## config.mk

```make
export PLATFORM = sky130hd
export DESIGN_NAME = stun_mapped_address_parser
export DESIGN_NICKNAME = d
export VERILOG_FILES = /design/src/stunma_pkg.sv /design/src/stun_mapped_address_parser.sv
export SDC_FILE = /design/constraint.sdc
export NUM_CORES = 1
export LEC_CHECK = 0
export ABC_AREA = 1
export BUFFER_PORTS_ARGS = -buffer_cell sky130_fd_sc_hd__buf_2
export CORE_MARGIN = 2
export CORE_UTILIZATION = 35
export DETAILED_ROUTE_END_ITERATION = 12
export PLACE_DENSITY = 0.51
export SLEW_MARGIN = 25
export SYNTH_ARGS = -nofsm -noshare
export SYNTH_HDL_FRONTEND = slang
export SYNTH_SLANG_ARGS = --single-unit
```

## constraint.sdc

```tcl
create_clock -name clk -period 12.58 [get_ports clk]
set_input_delay 1.258 -clock clk [delete_from_list [all_inputs] [get_ports clk]]
set_output_delay 1.258 -clock clk [all_outputs]
set_load 0.02 [all_outputs]
```

## src/stunma_pkg.sv

```systemverilog
// shared constants for the stun mapped address parser
package stunma_pkg;

	localparam int unsigned HEADER_BYTES = 20;

	localparam logic [15:0] MAPPED_KIND   = 16'h0001;
	localparam logic [15:0] MIN_VALUE_LEN = 16'd8;
	localparam logic [7:0]  FAMILY_IPV4   = 8'd1;

	localparam logic [1:0] PHASE_HEADER  = 2'd0;
	localparam logic [1:0] PHASE_ATTR    = 2'd1;
	localparam logic [1:0] PHASE_MATCHED = 2'd2;

	localparam logic [1:0] STATUS_FOUND   = 2'd0;
	localparam logic [1:0] STATUS_SHORT   = 2'd1;
	localparam logic [1:0] STATUS_MISSING = 2'd2;

	typedef logic [16:0] attr_offset_t;

endpackage

```

## src/stun_mapped_address_parser.sv

```systemverilog
// STUN response byte parser: walks attributes and reports the mapped IPv4 address and port
//
// Takes one packet byte per clock cycle. The 20-byte header is skipped, then each
// attribute is tracked by a running byte offset, so every byte is handled as it arrives
// and a new byte can follow in the next cycle. On the byte marked last, one result
// transaction (status, port, address) is loaded into the output register and shows on the
// outputs in the next cycle; the parser state returns to its reset values and the next
// byte starts a new packet. The input is stalled only while a result is held and the
// output side stalls it.
module stun_mapped_address_parser (
	input  logic        clk,
	input  logic        arst_n,
	input  logic        in_valid,
	output logic        in_stall,
	input  logic [7:0]  data_byte,
	input  logic        last_byte,
	output logic        out_valid,
	input  logic        out_stall,
	output logic [1:0]  status,
	output logic [15:0] reflex_port,
	output logic [31:0] mapped_addr
);

	logic [4:0]                   header_count_q;
	logic [1:0]                   phase_q;
	logic [15:0]                  attr_kind_q;
	logic [15:0]                  attr_length_q;
	stunma_pkg::attr_offset_t     attr_offset_q;
	logic                         family_ok_q;
	logic                         match_found_q;
	logic [15:0]                  held_port_q;
	logic [31:0]                  held_addr_q;

	logic                         out_valid_q;
	logic [1:0]                   status_q;
	logic [15:0]                  port_q;
	logic [31:0]                  addr_q;

	logic                         accept;
	logic [4:0]                   header_count_d;
	logic [1:0]                   phase_d;
	logic [15:0]                  attr_kind_d;
	logic [15:0]                  attr_length_d;
	stunma_pkg::attr_offset_t     attr_offset_d;
	logic                         family_ok_d;
	logic                         match_found_d;
	logic [15:0]                  held_port_d;
	logic [31:0]                  held_addr_d;
	logic [17:0]                  offset_inc;
	logic [17:0]                  value_end;
	logic [17:0]                  padded_end;
	logic [1:0]                   status_d;

	assign in_stall = out_valid_q && out_stall;
	assign accept   = in_valid && !in_stall;

	always_comb begin
		header_count_d = header_count_q;
		phase_d        = phase_q;
		attr_kind_d    = attr_kind_q;
		attr_length_d  = attr_length_q;
		attr_offset_d  = attr_offset_q;
		family_ok_d    = family_ok_q;
		match_found_d  = match_found_q;
		held_port_d    = held_port_q;
		held_addr_d    = held_addr_q;
		offset_inc     = {1'b0, attr_offset_q} + 18'd1;
		value_end      = 18'd0;
		padded_end     = 18'd0;

		case (phase_q)
			stunma_pkg::PHASE_HEADER: begin
				header_count_d = header_count_q + 5'd1;
				if (header_count_d >= 5'(stunma_pkg::HEADER_BYTES)) begin
					phase_d       = stunma_pkg::PHASE_ATTR;
					attr_offset_d = '0;
				end
			end
			stunma_pkg::PHASE_ATTR: begin
				case (attr_offset_q)
					17'd0: begin
						attr_kind_d = {data_byte, 8'h00};
						family_ok_d = 1'b0;
					end
					17'd1:  attr_kind_d   = {attr_kind_q[15:8], data_byte};
					17'd2:  attr_length_d = {data_byte, 8'h00};
					17'd3:  attr_length_d = {attr_length_q[15:8], data_byte};
					17'd5:  family_ok_d   = (data_byte == stunma_pkg::FAMILY_IPV4);
					17'd6:  held_port_d   = {data_byte, held_port_q[7:0]};
					17'd7:  held_port_d   = {held_port_q[15:8], data_byte};
					17'd8:  held_addr_d   = {data_byte, held_addr_q[23:0]};
					17'd9:  held_addr_d   = {held_addr_q[31:24], data_byte, held_addr_q[15:0]};
					17'd10: held_addr_d   = {held_addr_q[31:16], data_byte, held_addr_q[7:0]};
					17'd11: held_addr_d   = {held_addr_q[31:8], data_byte};
					default: ;
				endcase

				// value end and padded end both count the 4 attribute header bytes
				value_end  = {2'b00, attr_length_d} + 18'd4;
				padded_end = (({2'b00, attr_length_d} + 18'd3) & ~18'd3) + 18'd4;

				if (attr_offset_q >= 17'd4 && attr_kind_d == stunma_pkg::MAPPED_KIND
						&& attr_length_d >= stunma_pkg::MIN_VALUE_LEN && family_ok_d
						&& offset_inc == value_end) begin
					match_found_d = 1'b1;
					phase_d       = stunma_pkg::PHASE_MATCHED;
				end else if (attr_offset_q >= 17'd3 && offset_inc >= padded_end) begin
					attr_offset_d = '0;
				end else begin
					attr_offset_d = offset_inc[16:0];
				end
			end
			default: ;
		endcase

		if (match_found_d) begin
			status_d = stunma_pkg::STATUS_FOUND;
		end else if (phase_d == stunma_pkg::PHASE_HEADER) begin
			status_d = stunma_pkg::STATUS_SHORT;
		end else begin
			status_d = stunma_pkg::STATUS_MISSING;
		end
	end

	always_ff @(posedge clk or negedge arst_n) begin
		if (!arst_n) begin
			header_count_q <= '0;
			phase_q        <= stunma_pkg::PHASE_HEADER;
			attr_kind_q    <= '0;
			attr_length_q  <= '0;
			attr_offset_q  <= '0;
			family_ok_q    <= 1'b0;
			match_found_q  <= 1'b0;
			held_port_q    <= '0;
			held_addr_q    <= '0;
		end else if (accept) begin
			if (last_byte) begin
				// packet done, start over for the next one
				header_count_q <= '0;
				phase_q        <= stunma_pkg::PHASE_HEADER;
				attr_kind_q    <= '0;
				attr_length_q  <= '0;
				attr_offset_q  <= '0;
				family_ok_q    <= 1'b0;
				match_found_q  <= 1'b0;
				held_port_q    <= '0;
				held_addr_q    <= '0;
			end else begin
				header_count_q <= header_count_d;
				phase_q        <= phase_d;
				attr_kind_q    <= attr_kind_d;
				attr_length_q  <= attr_length_d;
				attr_offset_q  <= attr_offset_d;
				family_ok_q    <= family_ok_d;
				match_found_q  <= match_found_d;
				held_port_q    <= held_port_d;
				held_addr_q    <= held_addr_d;
			end
		end
	end

	always_ff @(posedge clk or negedge arst_n) begin
		if (!arst_n) begin
			out_valid_q <= 1'b0;
		end else if (accept && last_byte) begin
			out_valid_q <= 1'b1;
		end else if (!out_stall) begin
			out_valid_q <= 1'b0;
		end
	end

	always_ff @(posedge clk) begin
		if (accept && last_byte) begin
			status_q <= status_d;
			port_q   <= match_found_d ? held_port_d : 16'h0000;
			addr_q   <= match_found_d ? held_addr_d : 32'h0000_0000;
		end
	end

	assign out_valid   = out_valid_q;
	assign status      = status_q;
	assign reflex_port = port_q;
	assign mapped_addr = addr_q;

`ifndef ASSERT_OFF
	a_match_phase: assert property (@(posedge clk) disable iff (!arst_n)
		match_found_q |-> phase_q == stunma_pkg::PHASE_MATCHED)
		else $error("match flag set outside matched phase");

	a_header_bound: assert property (@(posedge clk) disable iff (!arst_n)
		phase_q == stunma_pkg::PHASE_HEADER |-> header_count_q < 5'(stunma_pkg::HEADER_BYTES))
		else $error("header count past header length");

	a_stall_held: assert property (@(posedge clk) disable iff (!arst_n)
		in_stall |-> out_valid_q)
		else $error("input stalled with no result held");

	a_zero_miss: assert property (@(posedge clk) disable iff (!arst_n)
		out_valid_q && status_q != stunma_pkg::STATUS_FOUND
			|-> port_q == 16'h0000 && addr_q == 32'h0000_0000)
		else $error("address reported without a match");

	a_restart: assert property (@(posedge clk) disable iff (!arst_n)
		accept && last_byte |=> phase_q == stunma_pkg::PHASE_HEADER && header_count_q == 5'd0)
		else $error("parser not restarted after last byte");
`endif

endmodule
```

After elaboration in Yosys (flattened, before gate mapping). Index checks and enable logic that the tools add are counted. Widths: inputs -> output; s select.

Register bits after elaboration: 157. Logic and storage cells: 93.

Add/subtract/negate cells: 5. Magnitude comparators: 5. Equal/unequal tests: 17. Mux-type cells: 35. Reduce and logical (&&, ||, !) cells: 18.

Operator list (count): $mux 16 (8); $pmux 32 s4 (1); $pmux 16 s2 (3); $eq 17x4->1 const B (4); $mux 17 (4); $mux 32 (2); $eq 17x3->1 const B (3); $eq 17x2->1 const B (2); $pmux 17 s2 (1); $add 17x1->18 const B (1); $add 17x3->18 const B (1); $eq 18x17->1 (1); $ge 18x18->1 (1); $add 16x2->17 const B (1); $add 16x3->17 const B (1); $eq 17x1->1 const B (1); $ge 17x2->1 const B (1); $ge 17x3->1 const B (1); $logic_not 17->1 (1); $eq 16x1->1 const B (1); $ge 16x4->1 const B (1); $mux 5 (2); $eq 8x1->1 const B (1); $logic_and 1x1->1 (8); other kinds (15) (29).

Logic depth before layout (Yosys ltp).
Word-level depth: 12. Gate-level depth with buffers: 36. Mapped depth without buffers: 33.

Worst setup path after synthesis. OpenSTA, ideal clock, no wires.

Path type: register to register. From: register attr_offset_q[0]. To: register attr_offset_q[10]. Arrival: 4.447 ns. Data required time: 12.463 ns. Setup slack: 8.017 ns. Stages on the path, launching flop included: 31. Buffers on the path: 3. Clock period less this slack: 4.563 ns. Cells stage by stage: dfrtp_1 clkbuf_1 inv_1 ha_1 inv_1 nor2_1 nand2_1 nor2_4 nand2_4 buf_6 nand3_1 nand2_2 ha_1 nand3_2 nor2_4 nand2_1 xor2_1 nor4_1 nand2_1 xor2_1 ha_1 nand4_1 nor3b_1 a311oi_1 nand3_1 nand2_1 nand3_1 clkbuf_1 nor2_1 nand3_1 nand2_1.

Cells in the longest elaborated chain, start to end: 11. Elaborated cells on any way between the ends: 32. Those cells by class: add/sub (4); order compare (4); eq/ne (7); mux (10); reduce/logical (7).

Ends and longest elaborated chain: start, declared (line stun_mapped_address_parser.sv:28) `stunma_pkg::attr_offset_t attr_offset_q;`; start signal, assigned (line stun_mapped_address_parser.sv:153) `attr_offset_q <= attr_offset_d;`; $eq 17x2->1 (line stun_mapped_address_parser.sv:80) `case (attr_offset_q)`; $pmux 16 s2 (line stun_mapped_address_parser.sv:80); $mux 16 (line stun_mapped_address_parser.sv:71) `case (phase_q)`; $add 16x2->17 (line stun_mapped_address_parser.sv:100) `padded_end = (({2'b00, attr_length_d} + 18'd3) & ~18'd3) + 18'd4;`; $add 17x3->18 (line stun_mapped_address_parser.sv:100); $ge 18x18->1 (line stun_mapped_address_parser.sv:107) `end else if (attr_offset_q >= 17'd3 && offset_inc >= padded_end) begin`; $logic_and 1x1->1 (line stun_mapped_address_parser.sv:107); $mux 17 (line stun_mapped_address_parser.sv:107); $mux 17 (line stun_mapped_address_parser.sv:102) `if (attr_offset_q >= 17'd4 && attr_kind_d == stunma_pkg::MAPPED_KIND`; $pmux 17 s2 (line stun_mapped_address_parser.sv:71); $mux 17 (line stun_mapped_address_parser.sv:137) `if (last_byte) begin`.

Parallel ways exist; a longest one is shown, timed or not. The select of a mux whose other input is x is not followed. A chain may end at the register's enable or synchronous reset.

Worst setup path in the final report.
From: register attr_offset_q[0]. To: register attr_offset_q[6].

Same word-level chain as after synthesis.

==> qor.csv <==
stage;metric;value;unit
clock_tree;path_clk_slew;0.07;ns
critical_path;cp.depth;29;
finish;drive_above_1_share;0.126;
drt;dr_total_vias;8022;
power_and_ir_drop;peakVddDrop;0.0000624;V
clock_tree;hold_buffers;0;
synthesis;synth.distinct_cells;41;
global_routing;grt_busiest_layer;met2;
finish;n_antenna_cell;0;
finish;fillers;2689;
critical_path;arrival;5.81;ns
sta;finalSetupViolCount;0;
placement;gp_congestion;0.919;
synthesis;synth_seq_area_share;0.453;
sta;worstMarginPinSlew;0.871;ns
global_routing;grt_usage;0.193;
finish;multi_input_comb_area;4350;sq um
drt;drt_iter0_markers;715;
sta;drv_slew;0;
critical_path;critPathSlowestCell;dfrtp_1;
finish;final_cells;1573;
sta;layout_min_cycle_time;5.44;ns
critical_path;crit_family;simple AND/OR/NAND/NOR gates;
finish;syn_to_final_growth;13.8;%
critical_path;crit_path_start_kind;register;
global_routing;grtUsageMet3;0.0284;
synthesis;synth_area_leaders;dfrtp_1 (29%), edfxtp_1 (16%), nand2_1 (10%);
global_routing;gr-total-overflow;0;
synthesis;syn-num-nets;1204;
floorplanning;ios;65;
clock_tree;clockBufferDepth;2;
global_routing;grt_util_met1;0.283;
power_and_ir_drop;swShare;0.273;
floorplanning;fp.dieArea;27700;sq um
placement;dpl.hpwl;19000;microns
synthesis;syn_area;9220;sq um
placement;io_buffers;64;
min_path;holdCritPathClass;reg -> reg;
finish;layout_commonest_cell;nand2_1;
clock_tree;clk-insertion-delay-late;0.44;ns
power_and_ir_drop;pwr-share-comb;0.060;
synthesis;syn_inst;1166;
critical_path;worstSetupPathType;reg -> reg;
critical_path;rr_worst_depth;29;
floorplanning;rows;59;
synthesis;ys_warn_count;0;
sta;grt_setup_unrepaired;false;
placement;placedCellCount;1541;
power_and_ir_drop;powerDensity;108;nW/um^2
sta;finClkSkew;0.0170;ns
sta;finalCritPeriodShare;0.432;
clock_tree;cts_made_buffers;17;
critical_path;crit_buf_inv;2;
sta;final.setup.tns;0;ns
clock_tree;numClockSinks;157;
drt;wirelength;26300;microns
floorplanning;die_y;166;microns
power_and_ir_drop;pwr-share-clk;0.456;
synthesis;synth_area_leader_cell;dfrtp_1;
finish;final_cell_mix;nand2_1 (248), nor2_1 (159), inv_1 (142);
drt;drc_errors;0;
clock_tree;cts-resized-gates;0;
clock_tree;h-tree-depth;4;
power_and_ir_drop;internal_power;825;uW
critical_path;critPathCaptureType;register;
clock_tree;root_buffer;clkbuf_16;
critical_path;crit_fanout;17;
drt;via_per_inst;5.10;
global_routing;antenna_found_initial;0;
placement;post_dp_cell_area;9910;sq um
job;cap_violations;0;
status;status;finished clean;
sta;fmax;184;MHz
finish;postLayoutCellArea;10500;sq um
clock_tree;cts_tree;built;
critical_path;worstPathRequired;12.95;ns
sta;finalHoldViolCount;0;
global_routing;grt_start_max_net_pins;58;
power_and_ir_drop;p_leak;0.00449;uW
clock_tree;post_cts_buffers;0;
drt;dr.pass1.iters;5;
drt;ant_nets;0;
drt;wl_per_cell;16.7;microns
floorplanning;die_x;166;microns
synthesis;avgSynthCellArea;7.91;sq um
global_routing;grt_first_pass_wirelength;42900;microns
critical_path;max_stage_delay;0.54;ns
min_path;worstHoldPathCells;2;
power_and_ir_drop;switching_power;309;uW
finish;nNetsFinal;1263;
power_and_ir_drop;finalPower;1130;uW
global_routing;grt_util_met2;0.302;
synthesis;synth_top_area_share;0.290;
power_and_ir_drop;seq_power_share;0.484;
floorplanning;start_util;0.355;
sta;slew_headroom;0.417;
critical_path;cpMostUsedCell;nand2_1;
global_routing;grt_pass1_vias;7798;
floorplanning;coreArea;26000;sq um
synthesis;ys_seq_elements;157;
finish;regArea;4180;sq um
## layout make-up
class / count / share of cell area
flip-flops and latches: 157 / 0.398
clock buffers: 17 / 0.0405
well taps: 335 / 0.0399
repair buffers: 73 / 0.0372
clock inverters: 15 / 0.0161
inverters: 151 / 0.0540
multi-input cells: 825 / 0.414
## power by group through the flow
stage          Combinational, uW  Clock (uW)  Sequential, uW
6_report                    68.4         517             549
5_1_grt                     76.5         546             551
3_5_place_dp                69.2           0             560
3_3_place_gp                69.5           0             559
4_1_cts                     69.5         524             549
2_1_floorplan               30.6           0             568
## Yosys cell counts
| cell | n |
|---|---|
| a211oi_1 | 1 |
| a21o_1 | 2 |
| a21oi_1 | 19 |
| a22oi_1 | 48 |
| a311oi_1 | 1 |
| a31oi_1 | 1 |
| buf_2 | 9 |
| buf_6 | 3 |
| clkbuf_1 | 21 |
| clkinv_1 | 3 |
| conb_1 | 1 |
| dfrtp_1 | 107 |
| edfxtp_1 | 50 |
| ha_1 | 25 |
| inv_1 | 142 |
| inv_2 | 6 |
| nand2_1 | 249 |
| nand2_2 | 11 |
| nand2_4 | 3 |
| nand3_1 | 91 |
| nand3_2 | 4 |
| nand4_1 | 17 |
| nand4_2 | 1 |
| nor2_1 | 160 |
| nor2_2 | 7 |
| nor2_4 | 5 |
| nor2_8 | 1 |
| nor3_1 | 12 |
| nor3_2 | 3 |
| nor3b_1 | 1 |
| nor4_1 | 5 |
| o211ai_1 | 1 |
| o21ai_0 | 68 |
| o21ai_1 | 8 |
| o21ai_2 | 1 |
| o21ai_4 | 2 |
| o21bai_1 | 5 |
| o22ai_1 | 33 |
| or2_2 | 2 |
| xnor2_1 | 3 |
| xor2_1 | 34 |
## metrics by stage
step                       util  worst slack, ns  hold WS [ns]
final                     0.404             7.14         0.489
after global routing      0.404             6.55         0.510
after CTS                 0.404             7.17         0.492
after detailed placement  0.381             7.19         0.475
after global placement    0.381             7.23         0.467
after floorplan               -             8.02         0.454
## metal layers
layer,vias up,routed length (microns)
met4,0,304
met5,-,0
met2,196,12000
li1,3987,-
met1,3814,13000
met3,25,1060
## logic make-up (layout without fill, tap and decap cells)
kind of cell    after synthesis  count (layout)  share of synthesized area
compound gates              190             190                      0.126
xor+xnor                     37              37                     0.0351
fa+ha+maj                    25              25                     0.0339
buf+inv                     184             256                     0.0785
flops                       157             157                      0.453
other cells                   1               1                   0.000407
simple gates                572             572                      0.273
## state kept, by name (all words and copies together), names as in the netlist
name	cells
phase_q	2
attr_length_q	16
held_addr_q	32
reflex_port	16
out_valid	1
match_found_q	1
attr_offset_q	17
family_ok_q	1
attr_kind_q	16
header_count_q	5
status	2
mapped_addr	32
held_port_q	16
## path summary, 6_finish.rpt
path / start / end / slack (ns)
hold reg to reg: held_addr_q[30] / held_addr_q[30] / 0.49
hold / removal: held_addr_q[30] / held_addr_q[30] / 0.49
min in group asynchronous: arst_n / attr_length_q[13] / 0.86
setup / recovery: attr_offset_q[0] / attr_offset_q[6] / 7.14
setup reg to reg: attr_offset_q[0] / attr_offset_q[6] / 7.14
max in group asynchronous: arst_n / attr_length_q[0] / 10.45
## tightest hold or removal path: stages, from the launching register on
cell and delay (ns):
dfrtp_1 0.34, nand2_1 0.05, o21ai_0 0.06
(Power assumes the default switching activity.)
